### src/rtl/length_prefixed_command_parser_macros.svh
// Assertion macros shared by the parser RTL.
`ifndef LENGTH_PREFIXED_COMMAND_PARSER_MACROS_SVH
`define LENGTH_PREFIXED_COMMAND_PARSER_MACROS_SVH

// Same-cycle implication, disabled while reset is high.
`define LPCP_ASSERT_SAME(label, clk, rst, ante, cons, msg) \
   label: assert property (@(posedge clk) disable iff (rst) (ante) |-> (cons)) \
      else $error(msg);

// Next-cycle implication, disabled while reset is high.
`define LPCP_ASSERT_NEXT(label, clk, rst, ante, cons, msg) \
   label: assert property (@(posedge clk) disable iff (rst) (ante) |=> (cons)) \
      else $error(msg);

`endif

### src/rtl/lpcp_pkg.sv
`default_nettype none

package lpcp_pkg;

   localparam int COUNT_WIDTH  = 16;
   localparam int DIGIT_LIMIT  = 15;
   localparam int DIGIT_WIDTH  = 4;
   localparam int LEN_WIDTH    = 17;
   localparam int ACC_WIDTH    = LEN_WIDTH + 4;
   localparam int CFG_WIDTH    = 16;
   localparam int CFG_IDX_WIDTH = 2;
   localparam int CMP_WIDTH    = (COUNT_WIDTH > CFG_WIDTH) ? COUNT_WIDTH : CFG_WIDTH;
   localparam int LEN_CNT_WIDTH = (COUNT_WIDTH > LEN_WIDTH) ? COUNT_WIDTH : LEN_WIDTH;

   localparam logic [LEN_WIDTH-1:0] LEN_SAT = {LEN_WIDTH{1'b1}};
   localparam logic [7:0] PIPE_CHAR  = 8'h7C;
   localparam logic [7:0] DIGIT_ZERO = 8'h30;
   localparam logic [7:0] DIGIT_NINE = 8'h39;

   localparam logic [CFG_WIDTH-1:0] COMMAND_LIMIT_RESET  = 16'd64;
   localparam logic [CFG_WIDTH-1:0] FILENAME_LIMIT_RESET = 16'd256;
   localparam logic [CFG_WIDTH-1:0] CONTENT_LIMIT_RESET  = 16'd4096;

   // register indexes on the csr port
   localparam logic [CFG_IDX_WIDTH-1:0] REG_COMMAND_LIMIT  = 2'd0;
   localparam logic [CFG_IDX_WIDTH-1:0] REG_FILENAME_LIMIT = 2'd1;
   localparam logic [CFG_IDX_WIDTH-1:0] REG_CONTENT_LIMIT  = 2'd2;

   // result kinds
   localparam logic [1:0] KIND_COMMAND  = 2'd0;
   localparam logic [1:0] KIND_FILENAME = 2'd1;
   localparam logic [1:0] KIND_CONTENT  = 2'd2;
   localparam logic [1:0] KIND_VERDICT  = 2'd3;

   // result queue
   localparam int FIFO_DEPTH     = 2;
   localparam int FIFO_PTR_WIDTH = 1;
   localparam int FIFO_CNT_WIDTH = 2;

   typedef struct packed {
      logic [7:0] data_byte;
      logic       end_of_message;
   } req_type;

   typedef struct packed {
      logic [1:0] out_kind;
      logic [7:0] out_byte;
      logic       accepted;
      logic       with_arguments;
      logic       last_of_message;
   } rsp_type;

   // everything one byte produces: an optional payload and an optional verdict
   typedef struct packed {
      logic       has_payload;
      logic [1:0] payload_kind;
      logic [7:0] payload_byte;
      logic       has_verdict;
      logic       accepted;
      logic       with_arguments;
   } entry_type;

endpackage

`default_nettype wire

### src/rtl/length_prefixed_command_parser.sv
`default_nettype none

// Length-prefixed command parser. Takes one message byte per clock on req_
// while req_stall is low (command|digits|filename|digits|content, or a bare
// command) and returns the command, filename and content bytes on rsp_ tagged
// by kind, then a verdict on the end-of-message byte. Each byte goes into an
// input register and is fully parsed there once the result queue has room; its
// result then goes through the result queue to rsp_. The output delivers one
// result per clock while rsp_stall is low; an end-of-message byte with a
// payload byte leaves in two transactions; a two-entry result queue between
// the parser and rsp_ absorbs this and lets req_ keep moving while a result
// waits. The csr_ port is always ready and must only be written while no
// message is in flight.
module length_prefixed_command_parser (
   input  wire logic                                 clock,
   input  wire logic                                 reset,
   input  wire logic                                 req_valid,
   output logic                                      req_stall,
   input  wire lpcp_pkg::req_type                    req_data,
   output logic                                      rsp_valid,
   input  wire logic                                 rsp_stall,
   output lpcp_pkg::rsp_type                         rsp_data,
   input  wire logic                                 csr_valid,
   output logic                                      csr_ready,
   input  wire logic [lpcp_pkg::CFG_IDX_WIDTH-1:0]   csr_index,
   input  wire logic [lpcp_pkg::CFG_WIDTH-1:0]       csr_data
);

`include "length_prefixed_command_parser_macros.svh"

   localparam int CountWidth  = lpcp_pkg::COUNT_WIDTH;
   localparam int CmpWidth    = lpcp_pkg::CMP_WIDTH;
   localparam int LenWidth    = lpcp_pkg::LEN_WIDTH;
   localparam int LenCntWidth = lpcp_pkg::LEN_CNT_WIDTH;
   localparam int AccWidth    = lpcp_pkg::ACC_WIDTH;
   localparam int DigitWidth  = lpcp_pkg::DIGIT_WIDTH;
   localparam int PtrWidth    = lpcp_pkg::FIFO_PTR_WIDTH;
   localparam int FcntWidth   = lpcp_pkg::FIFO_CNT_WIDTH;

   localparam logic [2:0] PH_CMD   = 3'd0;
   localparam logic [2:0] PH_FDIG  = 3'd1;
   localparam logic [2:0] PH_FNAME = 3'd2;
   localparam logic [2:0] PH_FPIPE = 3'd3;
   localparam logic [2:0] PH_CDIG  = 3'd4;
   localparam logic [2:0] PH_CONT  = 3'd5;
   localparam logic [2:0] PH_DONE  = 3'd6;

   // configuration
   logic [lpcp_pkg::CFG_WIDTH-1:0] command_limit_ff;
   logic [lpcp_pkg::CFG_WIDTH-1:0] filename_limit_ff;
   logic [lpcp_pkg::CFG_WIDTH-1:0] content_limit_ff;

   // input register
   logic              s1_valid_ff, s1_valid_in;
   lpcp_pkg::req_type s1_item_ff;
   logic              req_accept;
   logic              s1_go;
   logic              room;

   // parser state
   logic [2:0]            phase_ff, phase_in;
   logic [CountWidth-1:0] field_count_ff, field_count_in;
   logic [DigitWidth-1:0] digit_count_ff, digit_count_in;
   logic [LenWidth-1:0]   length_value_ff, length_value_in;
   logic                  failed_ff, failed_in;
   logic                  saw_pipe_ff, saw_pipe_in;

   // datapath helpers
   logic                           is_pipe;
   logic                           is_digit;
   logic [CountWidth-1:0]          count_inc;
   logic [CountWidth-1:0]          count_dec;
   logic                           command_too_long;
   logic [lpcp_pkg::CFG_WIDTH-1:0] digit_limit;
   logic                           length_too_big;
   logic [LenCntWidth-1:0]         length_wide;
   logic [CountWidth-1:0]          length_count;
   logic [AccWidth-1:0]            acc_sum;
   logic [LenWidth-1:0]            acc_next;

   // result queue
   lpcp_pkg::entry_type fifo_mem_ff [lpcp_pkg::FIFO_DEPTH];
   lpcp_pkg::entry_type entry_in;
   lpcp_pkg::entry_type head;
   logic [PtrWidth-1:0]  wr_ptr_ff, rd_ptr_ff;
   logic [FcntWidth-1:0] fifo_count_ff, fifo_count_in;
   logic                 half_ff, half_in;
   logic                 push, pop, rsp_take, show_payload;

   // ---------------- configuration port ----------------
   assign csr_ready = 1'b1;

   always_ff @(posedge clock) begin
      if (reset) begin
         command_limit_ff  <= lpcp_pkg::COMMAND_LIMIT_RESET;
         filename_limit_ff <= lpcp_pkg::FILENAME_LIMIT_RESET;
         content_limit_ff  <= lpcp_pkg::CONTENT_LIMIT_RESET;
      end else if (csr_valid && csr_ready) begin
         unique case (csr_index)
            lpcp_pkg::REG_COMMAND_LIMIT:  command_limit_ff  <= csr_data;
            lpcp_pkg::REG_FILENAME_LIMIT: filename_limit_ff <= csr_data;
            lpcp_pkg::REG_CONTENT_LIMIT:  content_limit_ff  <= csr_data;
            default: ;
         endcase
      end
   end

   // ---------------- input register ----------------
   assign room        = fifo_count_ff != FcntWidth'(lpcp_pkg::FIFO_DEPTH);
   assign req_stall   = s1_valid_ff && !room;
   assign req_accept  = req_valid && !req_stall;
   assign s1_go       = s1_valid_ff && room;
   assign s1_valid_in = req_accept || (s1_valid_ff && !s1_go);

   always_ff @(posedge clock) begin
      if (reset) begin
         s1_valid_ff <= 1'b0;
      end else begin
         s1_valid_ff <= s1_valid_in;
      end
   end

   always_ff @(posedge clock) begin
      if (req_accept) begin
         s1_item_ff <= req_data;
      end
   end

   // ---------------- parser datapath ----------------
   assign is_pipe  = s1_item_ff.data_byte == lpcp_pkg::PIPE_CHAR;
   assign is_digit = (s1_item_ff.data_byte >= lpcp_pkg::DIGIT_ZERO) &&
                     (s1_item_ff.data_byte <= lpcp_pkg::DIGIT_NINE);

   assign count_inc = field_count_ff + CountWidth'(1);
   assign count_dec = field_count_ff - CountWidth'(1);
   assign command_too_long = CmpWidth'(count_inc) >= CmpWidth'(command_limit_ff);

   assign digit_limit    = (phase_ff == PH_FDIG) ? filename_limit_ff : content_limit_ff;
   assign length_too_big = length_value_ff >= LenWidth'(digit_limit);
   assign length_wide    = LenCntWidth'(length_value_ff);
   assign length_count   = length_wide[CountWidth-1:0];

   // times ten plus digit; the sum cannot wrap, so one compare saturates
   assign acc_sum  = (AccWidth'(length_value_ff) << 3) + (AccWidth'(length_value_ff) << 1)
                     + AccWidth'(s1_item_ff.data_byte[3:0]);
   assign acc_next = (acc_sum > AccWidth'(lpcp_pkg::LEN_SAT)) ? lpcp_pkg::LEN_SAT
                                                                : acc_sum[LenWidth-1:0];

   always_comb begin
      logic ok;
      phase_in        = phase_ff;
      field_count_in  = field_count_ff;
      digit_count_in  = digit_count_ff;
      length_value_in = length_value_ff;
      failed_in       = failed_ff;
      saw_pipe_in     = saw_pipe_ff;
      entry_in        = '0;
      ok              = 1'b0;
      if (s1_go) begin
         if (!failed_ff) begin
            unique case (phase_ff) inside
               PH_CMD: begin
                  if (is_pipe) begin
                     if (field_count_ff == '0) begin
                        failed_in = 1'b1;
                     end else begin
                        saw_pipe_in = 1'b1;
                        phase_in    = PH_FDIG;
                     end
                  end else begin
                     field_count_in = count_inc;
                     if (command_too_long) begin
                        failed_in = 1'b1;
                     end else begin
                        entry_in.has_payload  = 1'b1;
                        entry_in.payload_kind = lpcp_pkg::KIND_COMMAND;
                        entry_in.payload_byte = s1_item_ff.data_byte;
                     end
                  end
               end
               PH_FDIG, PH_CDIG: begin
                  if (is_pipe) begin
                     if (digit_count_ff == '0 || length_too_big) begin
                        failed_in = 1'b1;
                     end else begin
                        field_count_in  = length_count;
                        digit_count_in  = '0;
                        length_value_in = '0;
                        if (length_count == '0) begin
                           phase_in = (phase_ff == PH_FDIG) ? PH_FPIPE : PH_DONE;
                        end else begin
                           phase_in = (phase_ff == PH_FDIG) ? PH_FNAME : PH_CONT;
                        end
                     end
                  end else if (!is_digit ||
                               digit_count_ff >= DigitWidth'(lpcp_pkg::DIGIT_LIMIT)) begin
                     failed_in = 1'b1;
                  end else begin
                     digit_count_in  = digit_count_ff + DigitWidth'(1);
                     length_value_in = acc_next;
                  end
               end
               PH_FNAME, PH_CONT: begin
                  entry_in.has_payload  = 1'b1;
                  entry_in.payload_kind = (phase_ff == PH_FNAME) ? lpcp_pkg::KIND_FILENAME
                                                                 : lpcp_pkg::KIND_CONTENT;
                  entry_in.payload_byte = s1_item_ff.data_byte;
                  field_count_in        = count_dec;
                  if (count_dec == '0) begin
                     phase_in = (phase_ff == PH_FNAME) ? PH_FPIPE : PH_DONE;
                  end
               end
               PH_FPIPE: begin
                  if (is_pipe) begin
                     phase_in = PH_CDIG;
                  end else begin
                     failed_in = 1'b1;
                  end
               end
               default: ;
            endcase
         end
         if (s1_item_ff.end_of_message) begin
            ok = !failed_in && (phase_in == PH_CMD || phase_in == PH_DONE);
            entry_in.has_verdict    = 1'b1;
            entry_in.accepted       = ok;
            entry_in.with_arguments = ok && saw_pipe_in;
            // start the next message from scratch
            phase_in        = PH_CMD;
            field_count_in  = '0;
            digit_count_in  = '0;
            length_value_in = '0;
            failed_in       = 1'b0;
            saw_pipe_in     = 1'b0;
         end
      end
   end

   always_ff @(posedge clock) begin
      if (reset) begin
         phase_ff        <= PH_CMD;
         field_count_ff  <= '0;
         digit_count_ff  <= '0;
         length_value_ff <= '0;
         failed_ff       <= 1'b0;
         saw_pipe_ff     <= 1'b0;
      end else begin
         phase_ff        <= phase_in;
         field_count_ff  <= field_count_in;
         digit_count_ff  <= digit_count_in;
         length_value_ff <= length_value_in;
         failed_ff       <= failed_in;
         saw_pipe_ff     <= saw_pipe_in;
      end
   end

   // ---------------- result queue ----------------
   assign push = s1_go && (entry_in.has_payload || entry_in.has_verdict);
   assign head = fifo_mem_ff[rd_ptr_ff];

   assign rsp_valid    = fifo_count_ff != '0;
   assign show_payload = head.has_payload && !half_ff;
   assign rsp_take     = rsp_valid && !rsp_stall;
   // an entry with payload and verdict leaves over two transactions
   assign pop          = rsp_take && !(show_payload && head.has_verdict);
   assign half_in      = rsp_take ? (show_payload && head.has_verdict) : half_ff;

   assign fifo_count_in = fifo_count_ff + FcntWidth'(push) - FcntWidth'(pop);

   always_comb begin
      if (show_payload) begin
         rsp_data.out_kind        = head.payload_kind;
         rsp_data.out_byte        = head.payload_byte;
         rsp_data.accepted        = 1'b0;
         rsp_data.with_arguments  = 1'b0;
         rsp_data.last_of_message = 1'b0;
      end else begin
         rsp_data.out_kind        = lpcp_pkg::KIND_VERDICT;
         rsp_data.out_byte        = '0;
         rsp_data.accepted        = head.accepted;
         rsp_data.with_arguments  = head.with_arguments;
         rsp_data.last_of_message = 1'b1;
      end
   end

   always_ff @(posedge clock) begin
      if (reset) begin
         wr_ptr_ff     <= '0;
         rd_ptr_ff     <= '0;
         fifo_count_ff <= '0;
         half_ff       <= 1'b0;
      end else begin
         if (push) begin
            wr_ptr_ff <= wr_ptr_ff + PtrWidth'(1);
         end
         if (pop) begin
            rd_ptr_ff <= rd_ptr_ff + PtrWidth'(1);
         end
         fifo_count_ff <= fifo_count_in;
         half_ff       <= half_in;
      end
   end

   always_ff @(posedge clock) begin
      if (push) begin
         fifo_mem_ff[wr_ptr_ff] <= entry_in;
      end
   end

   // ---------------- assertions ----------------
   `LPCP_ASSERT_SAME(a_queue_bound, clock, reset,
      1'b1, fifo_count_ff <= FcntWidth'(lpcp_pkg::FIFO_DEPTH),
      "result queue over its depth")
   `LPCP_ASSERT_SAME(a_last_is_verdict, clock, reset,
      rsp_valid, rsp_data.last_of_message == (rsp_data.out_kind == lpcp_pkg::KIND_VERDICT),
      "last_of_message does not match verdict kind")
   `LPCP_ASSERT_SAME(a_args_need_accept, clock, reset,
      rsp_valid && rsp_data.with_arguments, rsp_data.accepted,
      "with_arguments set on a rejected message")
   `LPCP_ASSERT_NEXT(a_stage_holds, clock, reset,
      s1_valid_ff && !room, s1_valid_ff && $stable(s1_item_ff),
      "input register changed while blocked")
   `LPCP_ASSERT_SAME(a_half_on_split, clock, reset,
      half_ff, rsp_valid && head.has_payload && head.has_verdict,
      "split flag set without a payload and verdict entry at the head")

endmodule

`default_nettype wire
### config.mk
export PLATFORM = sky130hd
export DESIGN_NAME = length_prefixed_command_parser
export DESIGN_NICKNAME = d
export VERILOG_FILES = /design/src/rtl/lpcp_pkg.sv /design/src/rtl/length_prefixed_command_parser.sv
export VERILOG_INCLUDE_DIRS = /design/src /design/src/rtl
export SDC_FILE = /design/constraint.sdc
export NUM_CORES = 1
export LEC_CHECK = 0
export ABC_CLOCK_PERIOD_IN_PS = 5700
export BUFFER_PORTS_ARGS = -buffer_cell sky130_fd_sc_hd__buf_2
export CORE_UTILIZATION = 45
export CTS_CLUSTER_DIAMETER = 100
export DETAILED_ROUTE_END_ITERATION = 10
export GPL_ROUTABILITY_DRIVEN = 0
export HOLD_SLACK_MARGIN = 0.05
export SYNTH_ARGS = -nofsm -noshare
export SYNTH_HDL_FRONTEND = slang
export SYNTH_SLANG_ARGS = --single-unit
### constraint.sdc
create_clock -name clock -period 5.7 [get_ports clock]
set_input_delay 0.855 -clock clock [delete_from_list [all_inputs] [get_ports clock]]
set_output_delay 0.855 -clock clock [all_outputs]
set_load 0.05 [all_outputs]
# --- After elaboration in Yosys (flattened, before gate mapping) ---
# Memories as Yosys holds them, arrays and structs flattened. A register that Yosys moved wholly into a read port is not among the register bits.
# Index checks and enable logic that the tools add are counted.
totals:
  out_inout_bits: 16
  ff_bits: 105
  n_memories: 1
  wordCells: 153
  mem_bits_rw: 28
  romBits: 0
  latch_bits: 0
op_classes:
  n_shift: 0
  n_mul: 0
  n_eq_ne: 16
  bitwise: 0
  order_cmp: 6
  reduce_logical: 42
  addsub: 9
  div_mod_pow: 0
  n_mux: 63
mem_list:
  columns: ["name", "words", "word_bits", "rd", "rd_clocked_by_memory_dff", "write_ports", "line", "source"]
  rows:
  - ["fifo_mem_ff", 2, 14, 1, 1, 1, "length_prefixed_command_parser.sv:82", "lpcp_pkg::entry_type fifo_mem_ff [lpcp_pkg::FIFO_DEPTH];"]
ops:
  columns: ["cell", "n"]
  rows:
  - ["$mux 17", 7]
  - ["$mux 16", 6]
  - ["$logic_not 16->1", 3]
  - ["$pmux 16 s3", 1]
  - ["$mux 3", 14]
  - ["$mux 11", 3]
  - ["$mux 4", 6]
  - ["$pmux 11 s2", 1]
  - ["$add 20x18->21", 1]
  - ["$add 21x4->21", 1]
  - ["$gt 21x17->1 const B", 1]
  - ["$mux 1", 20]
  - ["$ge 17x16->1", 1]
  - ["$add 16x1->16 const B", 1]
  - ["$ge 16x16->1", 1]
  - ["$sub 16x1->16 const B", 1]
  - ["$ne 3x3->1 const B", 5]
  - ["$mux 14", 1]
  - ["$mux 13", 1]
  - ["$logic_and 1x1->1", 12]
  - ["$pmux 3 s4", 1]
  - ["$eq 3x3->1 const B", 3]
  - ["$eq 8x7->1 const B", 1]
  - ["$ge 8x6->1 const B", 1]
  - ["24 further kinds", 43]

# --- Logic depth before layout (Yosys ltp) ---
# Gate-level depths: netlist (run 1).
depth:
  word_depth: 19
  ltp_mapped: 20
  ltp_nobuf: 18

# --- Least setup slack after synthesis (run 1) ---
# OpenSTA, ideal clock, no wires.
synth_path:
  path_type: "flip-flop to flip-flop"
  from: "register field_count_ff[3]"
  to: "memory fifo_mem_ff[1][0] (netlist name) (enable)"
  synth_period_minus_slack_ns: 4.574
  setup_ns: 0.409
  arrival_ns: 4.165
  n_path_buf: 2
  required_time_ns: 5.291
  slack_ns: 1.126
  path_stages_with_launch: 13
  cell_sequence: "dfxtp_1 -> clkbuf_1 -> and4_1 -> clkbuf_1 -> nand4_1 -> nor3_1 -> xor2_1 -> ha_1 -> and4_1 -> a2111oi_0 -> o21ai_0 -> a2111o_1 -> a21boi_0"
synth_via:
  elab_chain_len: 11
synth_lines:
  columns: ["item", "line", "source"]
  rows:
  - ["from (decl)", "length_prefixed_command_parser.sv:62", "logic [CountWidth-1:0] field_count_ff, field_count_in;"]
  - ["from (signal assigned)", "length_prefixed_command_parser.sv:249", "field_count_ff <= field_count_in;"]
  - ["$add 16x1->16", "length_prefixed_command_parser.sv:134", "assign count_inc = field_count_ff + CountWidth'(1);"]
  - ["$ge 16x16->1", "length_prefixed_command_parser.sv:136", "assign command_too_long = CmpWidth'(count_inc) >= CmpWidth'(command_limit_ff);"]
  - ["$mux 11", "length_prefixed_command_parser.sv:172", "if (command_too_long) begin"]
  - ["$mux 11", "length_prefixed_command_parser.sv:163", "if (is_pipe) begin"]
  - ["$pmux 11 s2", "length_prefixed_command_parser.sv:161", "unique case (phase_ff) inside"]
  - ["$mux 11", "length_prefixed_command_parser.sv:160", "if (!failed_ff) begin"]
  - ["$mux 14", "length_prefixed_command_parser.sv:159", "if (s1_go) begin"]
  - ["$logic_or 1x1->1", "length_prefixed_command_parser.sv:258", "assign push = s1_go && (entry_in.has_payload || entry_in.has_verdict);"]
  - ["$logic_and 1x1->1", "length_prefixed_command_parser.sv:258", null]
  - ["$mux 1", "length_prefixed_command_parser.sv:305", "if (push) begin"]
  - ["$mux 1 (not written as such)", "length_prefixed_command_parser.sv:306", "fifo_mem_ff[wr_ptr_ff] <= entry_in;"]
  - ["to (decl)", "length_prefixed_command_parser.sv:82", null]
# No other way between the ends.

==> results of run 1 <==
-- per-layer routing --
| layer | routed length [um] | vias to the layer above |
|---|---|---|
| li1 | - | 3637 |
| met1 | 10700 | 3403 |
| met2 | 10100 | 181 |
| met3 | 954 | 19 |
| met4 | 329 | 0 |
| met5 | 0 | - |
-- worst max-delay path by stage --
stage	from	endpoint	slack, ns	depth (start not counted)
after floorplan	field_count_ff[3]	fifo_mem_ff[1][0]	1.13	12
after global placement	field_count_ff[0]	fifo_count_ff[1]	1.11	18
after detailed placement	field_count_ff[0]	fifo_count_ff[1]	1.03	18
after CTS	field_count_ff[2]	fifo_count_ff[1]	1.02	17
after global routing	field_count_ff[0]	fifo_count_ff[1]	0.56	18
final	field_count_ff[2]	fifo_count_ff[1]	0.96	17
-- cells in the mapped netlist, types with 15 or more instances --
cell type and number:
nand3_1 17, nand2_1 149, a211oi_1 21, a221oi_1 15, edfxtp_1 37, ha_1 73, inv_1 32, o21ai_0 23
xnor2_1 15, o2bb2ai_1 18, nor2_1 71, mux2i_1 30, a21oi_1 92, clkbuf_1 52, or3_1 16, dfxtp_1 97
-- power groups by stage --
stage	Sequential, mW	Clock (mW)	Combinational, mW
finish	1.09	1.06	0.474
detailed placement	1.11	0	0.475
CTS	1.09	1.08	0.477
global placement	1.11	0	0.470
floorplan	1.08	0	0.384
global route	1.10	1.12	0.515
-- area by class of cell --
cell class | instances | area (sq um)
Fill cell | 1748 | 8830
Multi-Input combinational cell | 754 | 5050
Sequential cell | 134 | 3050
Clock buffer | 19 | 433
Timing Repair Buffer | 55 | 298
Tap cell | 229 | 287
Clock inverter | 13 | 133
Inverter | 34 | 128
-- worst max-delay path, stage by stage (launching register included) --
cell and delay, ns:
dfxtp_1 0.59, and4_1 0.38, nand4_1 0.28, nor2_1 0.31, xor2_1 0.23, ha_1 0.28, and4_1 0.22, a2111oi_0 0.36
o21ai_0 0.36, a21boi_0 0.27, o21a_1 0.36, nor2_1 0.09, ha_1 0.30, inv_1 0.05, ha_1 0.14, xor2_1 0.17
xnor2_1 0.14, nor2_1 0.06
-- placed cells by master (no fill, tap or decap), types with 5 or more instances in the layout --
cell and instances:
mux2i_1 30, inv_1 32, a21oi_1 92, buf_4 9, nand3_1 17, and4_1 7, o211ai_1 5, a21o_1 13
a211o_1 7, nand3b_1 8, nor2b_1 10, nor4_1 14, ha_1 73, o21ai_0 23, a221oi_1 15, o21a_1 6
nand2b_1 9, and2_1 13, nor3_1 13, a211oi_1 21, xnor2_1 15, or3_1 16, nand4_1 10, edfxtp_1 37
nor2_1 71, xor2_1 14, o2bb2ai_1 18, nand2_1 149, dfxtp_1 97, clkbuf_16 17, buf_2 46
-- cell families (layout without fill, tap and decap cells) --
group	Yosys count	after routing	share of synthesized area (%)
adder cells (fa/ha/maj)	75	75	11.2
other	1	1	0.0442
AO/OA/AOI/OAI	253	253	20.7
AND/OR/NAND/NOR	365	365	20.9
flip-flops	134	134	36.0
XOR/XNOR	29	29	3.00
multiplexers	31	31	3.68
buffers and inverters	98	121	4.47
-- sequential cells by signal, indices dropped and copies added, names as in the netlist, named ones only --
name               cells
half_ff                1
digit_count_ff         4
s1_valid_ff            1
fifo_mem_ff           28
field_count_ff        16
fifo_count_ff          2
wr_ptr_ff              1
s1_item_ff             9
rd_ptr_ff              1
phase_ff               3
failed_ff              1
command_limit_ff      16
saw_pipe_ff            1
length_value_ff       17
filename_limit_ff     16
content_limit_ff      16
==> reports/qor.yml, run 1 <==
finish:
  utilization_pct: 51.5
  final_cell_area_sq_um: 9380
  synthToLayoutAreaGrowth_pct: 10.7
  layout.cells.non_filler: 1238
  drive_above_1_share_pct: 10.0
  antenna_cells: 0
  final_net_count: 1103
timing:
  skew_ns: 0.0120
  tns_ns: 0
  max_slew.worst_pin.slew_ns: 1.18
  finalHoldViolations: 0
  setup_ws_ns: 0.965
  max_freq_mhz: 211
  slew_viol_final: 0
  period_minus_slack_ns: 4.74
  rsz0062_at_grt: "no"
  fin_crit_sh_pct: 83.1
  setup_viol_count_final: 0
  relSlewSlack_pct: 20.7
  hold_slack_ns: 0.455
clock_network:
  clockRootBuffer: "clkbuf_16"
  cts_setup_buffers: 0
  tritoncts: "yes"
  cts_buffers: 17
  cts.sinks: 134
  cts.repair.resized: 0
  holdBufCountCts: 0
  clk_pin_slew_ns: 0.06
  cts_max_level: 4
  cts_buffer_depth: 2
  clkLatencyLatePin_ns: 0.42
setup_path:
  r2r_cells: 17
  worstSetupStartpointType: "flop"
  worstReg2RegStart: "field_count_ff[2]"
  reg2reg_slack_ns: 0.96
  required_ns: 5.97
  end_kind: "flop"
  crit_type: "reg2reg"
  path_max_fanout: 14
  critPathArrivalTime_ns: 5.01
  rr_endpoint: "fifo_count_ff[1]"
status:
  status: "complete, but fails checks"
  violations: "design-rule violations"
global_route:
  use_met2_pct: 38.6
  grt_max_degree: 78
  grt-busiest-layer: "met2"
  use_met3_pct: 3.89
  gr-total-overflow: 0
  gr-usage-met1_pct: 32.2
  grt_pass1_vias: 6811
  grt_pass1_wl_um: 36300
  grt_usage_pct: 23.7
  antenna_found_initial: 0
worst_hold_path:
  min_from: "content_limit_ff[6]"
  worstHoldPathCells: 2
  min_path_type: "reg2reg"
  min_to: "content_limit_ff[6]"
floorplan:
  die_h_um: 139
  fp.dieArea_sq_um: 19400
  start_util_pct: 46.5
  rows: 49
  die_w_um: 139
  coreArea_sq_um: 18200
  pin_count: 48
power:
  swShare_pct: 30.3
  leakage_nw: 3.87
  power_density_nw_per_um2: 280
  combPwrFrac_pct: 18.1
  p_switching_mw: 0.795
  ir_worst_vdd_mv: 0.198
  p_clk_share_pct: 40.3
  p_int_mw: 1.83
  fin_total_pwr_mw: 2.62
  sequentialPowerShare_pct: 41.6
placement:
  placed_cell_area_sq_um: 8810
  io_buffer_count: 46
  hpwl_um: 16000
  dpl.cell_count: 1206
  preCtsSetupSlack_ns: 1.03
route:
  drt-total-wl_um: 22200
  viasPerCell: 5.85
  firstDrtPassIters: 10
  detail_route.wl_per_cell_um: 17.9
  via_count: 7240
  ant_nets: 0
  post-route-drc-count: 4
  drt_iter0_markers: 433
yosys:
  ys_types: 77
  synth_fp_nets: 1093
  synth-seq-area-share_pct: 36.0
  ys_top_cells_by_area: "dfxtp_1 (23%), edfxtp_1 (13%), ha_1 (11%), nand2_1 (6.6%), a21oi_1 (5.4%)"
  synth_edf_count: 37
  ys_ff_latch: 134
  async_flop_share_pct: 0
  syn-instance-count: 986
  synth_top_cell_by_area: "dfxtp_1"
  syn_area_sq_um: 8480
  yosys_warnings: 0
  syn_area_per_cell_sq_um: 8.60
  ys.flop_type: "dfxtp_1"
  synth.top_cell.area_share_pct: 22.9
run:
  max-cap-violations: 0
Note: power is estimated with default switching activity, not from simulation.
==> run 2: changes to the inputs <==
--- a/config.mk
+++ b/config.mk
@@ -6,7 +6,7 @@
 export SDC_FILE = /design/constraint.sdc
 export NUM_CORES = 1
 export LEC_CHECK = 0
-export ABC_CLOCK_PERIOD_IN_PS = 5700
+export ABC_CLOCK_PERIOD_IN_PS = 4500
 export BUFFER_PORTS_ARGS = -buffer_cell sky130_fd_sc_hd__buf_2
 export CORE_UTILIZATION = 45
 export CTS_CLUSTER_DIAMETER = 100
==> constraint.sdc (replaced) <==
create_clock -name clock -period 4.5 [get_ports clock]
set_input_delay 0.675 -clock clock [delete_from_list [all_inputs] [get_ports clock]]
set_output_delay 0.675 -clock clock [all_outputs]
set_load 0.05 [all_outputs]
==> reports/qor.yml, run 2 (same netlist as run 1, synthesis figures left out) <==
status:
  violations: "design-rule violations"
  status: "complete, but fails checks"
clock_network:
  clkLatencyLatePin_ns: 0.43
  cts.sinks: 134
  cts_setup_buffers: 0
  clk_pin_slew_ns: 0.07
  cts_max_level: 4
  cts.repair.resized: 0
  cts_buffer_depth: 2
  tritoncts: "yes"
  holdBufCountCts: 0
  cts_buffers: 17
  clockRootBuffer: "clkbuf_16"
finish:
  final_cell_area_sq_um: 9530
  multi_input_area_sq_um: 5050
  antenna_cells: 0
  final_net_count: 1121
  fill_cells: 1719
  largest_register: "fifo_mem_ff"
  layout.cells.non_filler: 1256
  final_common_cell: "nand2_1"
  utilization_pct: 52.4
  layout_common_cells: "nand2_1 (149), dfxtp_1 (96), a21oi_1 (92), ha_1 (73), nor2_1 (71)"
  synthToLayoutAreaGrowth_pct: 12.5
  drive_above_1_share_pct: 12.0
  largest_reg_flops: 28
  reg_top3: "fifo_mem_ff: 28 flops, length_value_ff: 17 flops"
  regArea_sq_um: 3050
timing:
  skew_ns: 0.0104
  period_minus_slack_ns: 4.18
  max_slew.worst_pin.slew_ns: 0.980
  tns_ns: 0
  rsz0062_at_grt: "no"
  slew_viol_final: 0
  setup_viol_count_final: 0
  fin_crit_sh_pct: 92.8
  relSlewSlack_pct: 34.4
  setup_ws_ns: 0.323
  hold_slack_ns: 0.418
  finalHoldViolations: 0
  max_freq_mhz: 239
floorplan:
  coreArea_sq_um: 18200
  pin_count: 48
  die_h_um: 139
  fp.dieArea_sq_um: 19400
  start_util_pct: 46.5
  rows: 49
  die_w_um: 139
setup_path:
  end_kind: "flop"
  path_common_cell: "ha_1"
  required_ns: 4.79
  path_max_fanout: 7
  crit_type: "reg2reg"
  worstSetupStartpointType: "flop"
  critPathArrivalTime_ns: 4.46
  crit_path_max_incr_delay_ns: 0.46
  worstPathCellList: "and4_1, nand4_1, nor3_1, xor2_1, ha_1, and4_1, a2111oi_0, o21ai_1, a21boi_0, o21a_1, nor2_1, ha_1, inv_1, ha_1, xor2_1, xnor2_1, nor2_1"
  slowest_stage: "dfxtp_1"
placement:
  io_buffer_count: 46
  placed_cell_area_sq_um: 8950
  preCtsSetupSlack_ns: 0.227
  hpwl_um: 16300
  dpl.cell_count: 1224
global_route:
  grt_pass1_wl_um: 36500
  antenna_found_initial: 0
  grt_max_degree: 41
  grt_pass1_vias: 6805
  grt_usage_pct: 24.1
  gr-total-overflow: 0
worst_hold_path:
  min_path_type: "in2reg"
route:
  drt-total-wl_um: 22600
  via_count: 7263
  detail_route.wl_per_cell_um: 18.0
  firstDrtPassIters: 8
  ant_nets: 0
  post-route-drc-count: 4
  drt_iter0_markers: 461
  viasPerCell: 5.78
power:
  p_int_mw: 2.30
  power_density_nw_per_um2: 355
  p_switching_mw: 1.08
  p_clk_share_pct: 40.8
  fin_total_pwr_mw: 3.38
  ir_worst_vdd_mv: 0.250
  swShare_pct: 32.0
  leakage_nw: 3.98
  combPwrFrac_pct: 19.1
  sequentialPowerShare_pct: 40.1
run:
  max-cap-violations: 0
[run 2: power by group through the flow]
stage                     logic (mW)  registers (mW)  clock network [mW]
final                          0.647            1.36                1.38
after global routing           0.701            1.36                1.46
after CTS                      0.651            1.36                1.41
after detailed placement       0.649            1.38                   0
after global placement         0.645            1.38                   0
after floorplan                0.486            1.37                   0
[run 2: area by class of cell]
cell class              count  share of cell area [%]
well taps                 229                    3.01
multi-input cells         754                    53.0
repair buffers             73                    4.54
flip-flops and latches    134                    32.0
inverters                  34                    1.34
clock inverters            15                    1.65
clock buffers              17                    4.46
[run 2: worst paths after layout]
check,from,endpoint,slack [ns],cells past startpoint
worst max-delay path,field_count_ff[4],fifo_count_ff[1],0.32,17
worst min register to register,filename_limit_ff[0],filename_limit_ff[0],0.45,2
worst max register to register,field_count_ff[4],fifo_count_ff[1],0.32,17
worst min-delay path,req_data[4],s1_item_ff[4],0.42,1
[run 2: layer usage]
layer | global-route usage (%) | share of wire (%) | vias to the layer above
li1 | - | - | 3668
met3 | 3.20 | 3.9 | 30
met4 | 9.06 | 2.2 | 0
met2 | 37.6 | 44 | 151
met5 | 0 | 0 | -
met1 | 33.9 | 49 | 3414
[run 2: worst max-delay path, delay by kind of cell (launching register included)]
| kind | cells | cell delay, ns |
|---|---|---|
| fa+ha+maj | 3 | 0.71 |
| simple gates | 6 | 1.21 |
| xor+xnor | 3 | 0.59 |
| flops | 1 | 0.46 |
| buf+inv | 1 | 0.05 |
| compound gates | 4 | 0.99 |
==> run 3: changes to the inputs <==
--- a/config.mk
+++ b/config.mk
@@ -8,6 +8,7 @@
 export LEC_CHECK = 0
 export ABC_CLOCK_PERIOD_IN_PS = 4500
 export BUFFER_PORTS_ARGS = -buffer_cell sky130_fd_sc_hd__buf_2
+export CORE_ASPECT_RATIO = 1.2
 export CORE_UTILIZATION = 45
 export CTS_CLUSTER_DIAMETER = 100
 export DETAILED_ROUTE_END_ITERATION = 10
==> reports/qor.yml, run 3 (same netlist as run 1, synthesis figures left out) <==
status:
  status: "complete, no violations"
power:
  sequentialPowerShare_pct: 39.2
  p_clk_share_pct: 43.3
  combPwrFrac_pct: 17.5
  ir_worst_vdd_mv: 0.232
  leakage_nw: 4.00
  p_int_mw: 2.46
  power_density_nw_per_um2: 365
  swShare_pct: 30.0
  fin_total_pwr_mw: 3.51
  p_switching_mw: 1.05
global_route:
  antenna_found_initial: 0
  gr-usage-met1_pct: 31.0
  grt_pass1_vias: 6919
  grt_pass1_wl_um: 36300
  grt_usage_pct: 24.0
  use_met3_pct: 4.11
  gr-total-overflow: 0
  grt_max_degree: 62
  use_met2_pct: 38.9
  grt-busiest-layer: "met2"
timing:
  max_slew.worst_pin.slew_ns: 1.30
  setup_ws_ns: 0.335
  fin_crit_sh_pct: 92.6
  relSlewSlack_pct: 13.2
  finalHoldViolations: 0
  rsz0062_at_grt: "no"
  setup_viol_count_final: 0
  max_freq_mhz: 240
  hold_slack_ns: 0.432
  skew_ns: 0.00761
  slew_viol_final: 0
  period_minus_slack_ns: 4.16
  tns_ns: 0
finish:
  utilization_pct: 52.4
  largest_reg_flops: 28
  reg_top3: "fifo_mem_ff: 28 flops, length_value_ff: 17 flops"
  largest_register: "fifo_mem_ff"
  layout_common_cells: "nand2_1 (149), dfxtp_1 (97), a21oi_1 (92), ha_1 (73), nor2_1 (71)"
  regArea_sq_um: 3050
  antenna_cells: 0
  final_common_cell: "nand2_1"
  final_net_count: 1119
  multi_input_area_sq_um: 5050
  fill_cells: 1758
  synthToLayoutAreaGrowth_pct: 13.3
  drive_above_1_share_pct: 11.6
route:
  detail_route.wl_per_cell_um: 17.6
  viasPerCell: 5.76
  drt_iter0_markers: 488
  via_count: 7350
  drt-total-wl_um: 22500
  post-route-drc-count: 0
  ant_nets: 0
  firstDrtPassIters: 5
setup_path:
  cp_top_family: "simple AND/OR/NAND/NOR gates"
  r2r_cells: 17
  end_kind: "flop"
  rr_endpoint: "fifo_count_ff[1]"
  crit_path_max_incr_delay_ns: 0.46
  path_common_cell: "ha_1"
  crit_type: "reg2reg"
  crit_buf_inv: 1
  worstPathCellList: "and4_1, nand4_1, nor3_1, xor2_1, ha_1, and4_1, a2111oi_0, o21ai_1, a21boi_0, o21a_1, nor2_1, ha_1, inv_1, ha_1, xor2_1, xnor2_1, nor2_1"
  path_max_fanout: 7
  slowest_stage: "dfxtp_1"
  critPathArrivalTime_ns: 4.47
  worstSetupStartpointType: "flop"
  worstReg2RegStart: "field_count_ff[4]"
  reg2reg_slack_ns: 0.34
  required_ns: 4.81
clock_network:
  cts.sinks: 134
  cts_max_level: 4
  clockRootBuffer: "clkbuf_16"
  tritoncts: "yes"
  cts_buffers: 17
  clk_pin_slew_ns: 0.06
  cts_setup_buffers: 0
  clkLatencyLatePin_ns: 0.43
  cts_buffer_depth: 2
  holdBufCountCts: 0
floorplan:
  die_h_um: 152
  pin_count: 48
  rows: 54
  coreArea_sq_um: 18300
  start_util_pct: 46.3
  fp.dieArea_sq_um: 19400
  die_w_um: 127
placement:
  io_buffer_count: 46
  preCtsSetupSlack_ns: 0.316
  hpwl_um: 16400
run:
  max-cap-violations: 0
worst_hold_path:
  worstHoldPathCells: 1
  min_path_type: "in2reg"
  min_from: "req_data[4]"
  min_to: "s1_item_ff[4]"
## run 3: cell count changes in the layout (fill, tap and decap cells not counted), sizes merged
cell / before / now
inv: 43 / 39
clkbuf: 17 / 20
buf: 73 / 71
bufinv: 1 / 3
clkinvlp: 2 / 0
clkinv: 3 / 4
## run 3: worst max-delay path by stage
stage | from | slack [ns] | depth (start not counted) | end
6_report | field_count_ff[4] | 0.34 | 17 | fifo_count_ff[1]
5_1_grt | field_count_ff[4] | 0.06 | 17 | fifo_count_ff[1]
4_1_cts | field_count_ff[4] | 0.31 | 17 | fifo_count_ff[1]
3_5_place_dp | field_count_ff[4] | 0.32 | 17 | fifo_count_ff[1]
3_3_place_gp | field_count_ff[4] | 0.39 | 17 | fifo_count_ff[1]
2_1_floorplan | phase_ff[2] | 0.24 | 15 | fifo_mem_ff[0][0]
## run 3: stage by stage
step / area, sq um / cells
6_report: 9600 / 1277
5_1_grt: 9600 / 1277
4_1_cts: 9600 / 1277
3_5_place_dp: 8960 / 1245
3_3_place_gp: 8960 / 1245
2_1_floorplan: 8480 / 986
## run 3: final cells by class
cell class                      count  area share (%)
Clock inverter                     12            1.66
Clock buffer                       20            4.99
Inverter                           34            1.33
Timing Repair Buffer               71            4.35
Tap cell                          252            3.28
Multi-Input combinational cell    754            52.6
Sequential cell                   134            31.8
## run 3: what timing repair did
action / in CTS / in global routing
setup endpoints to repair: 0 / 1
hold endpoints to repair: 0 / 0
resized for setup: 0 / 1
## run 3: power groups by stage
stage	sequential, mW	combinational [mW]	clock (mW)
floorplan	1.37	0.486	0
global placement	1.40	0.613	0
detailed placement	1.40	0.615	0
CTS	1.38	0.619	1.54
global route	1.38	0.671	1.59
finish	1.38	0.614	1.52
## run 3: layer usage
metal / up-vias / part of all wire (%)
li1: 3671 / -
met1: 3427 / 45
met2: 210 / 47
met3: 42 / 4.6
met4: 0 / 3.2
met5: - / 0
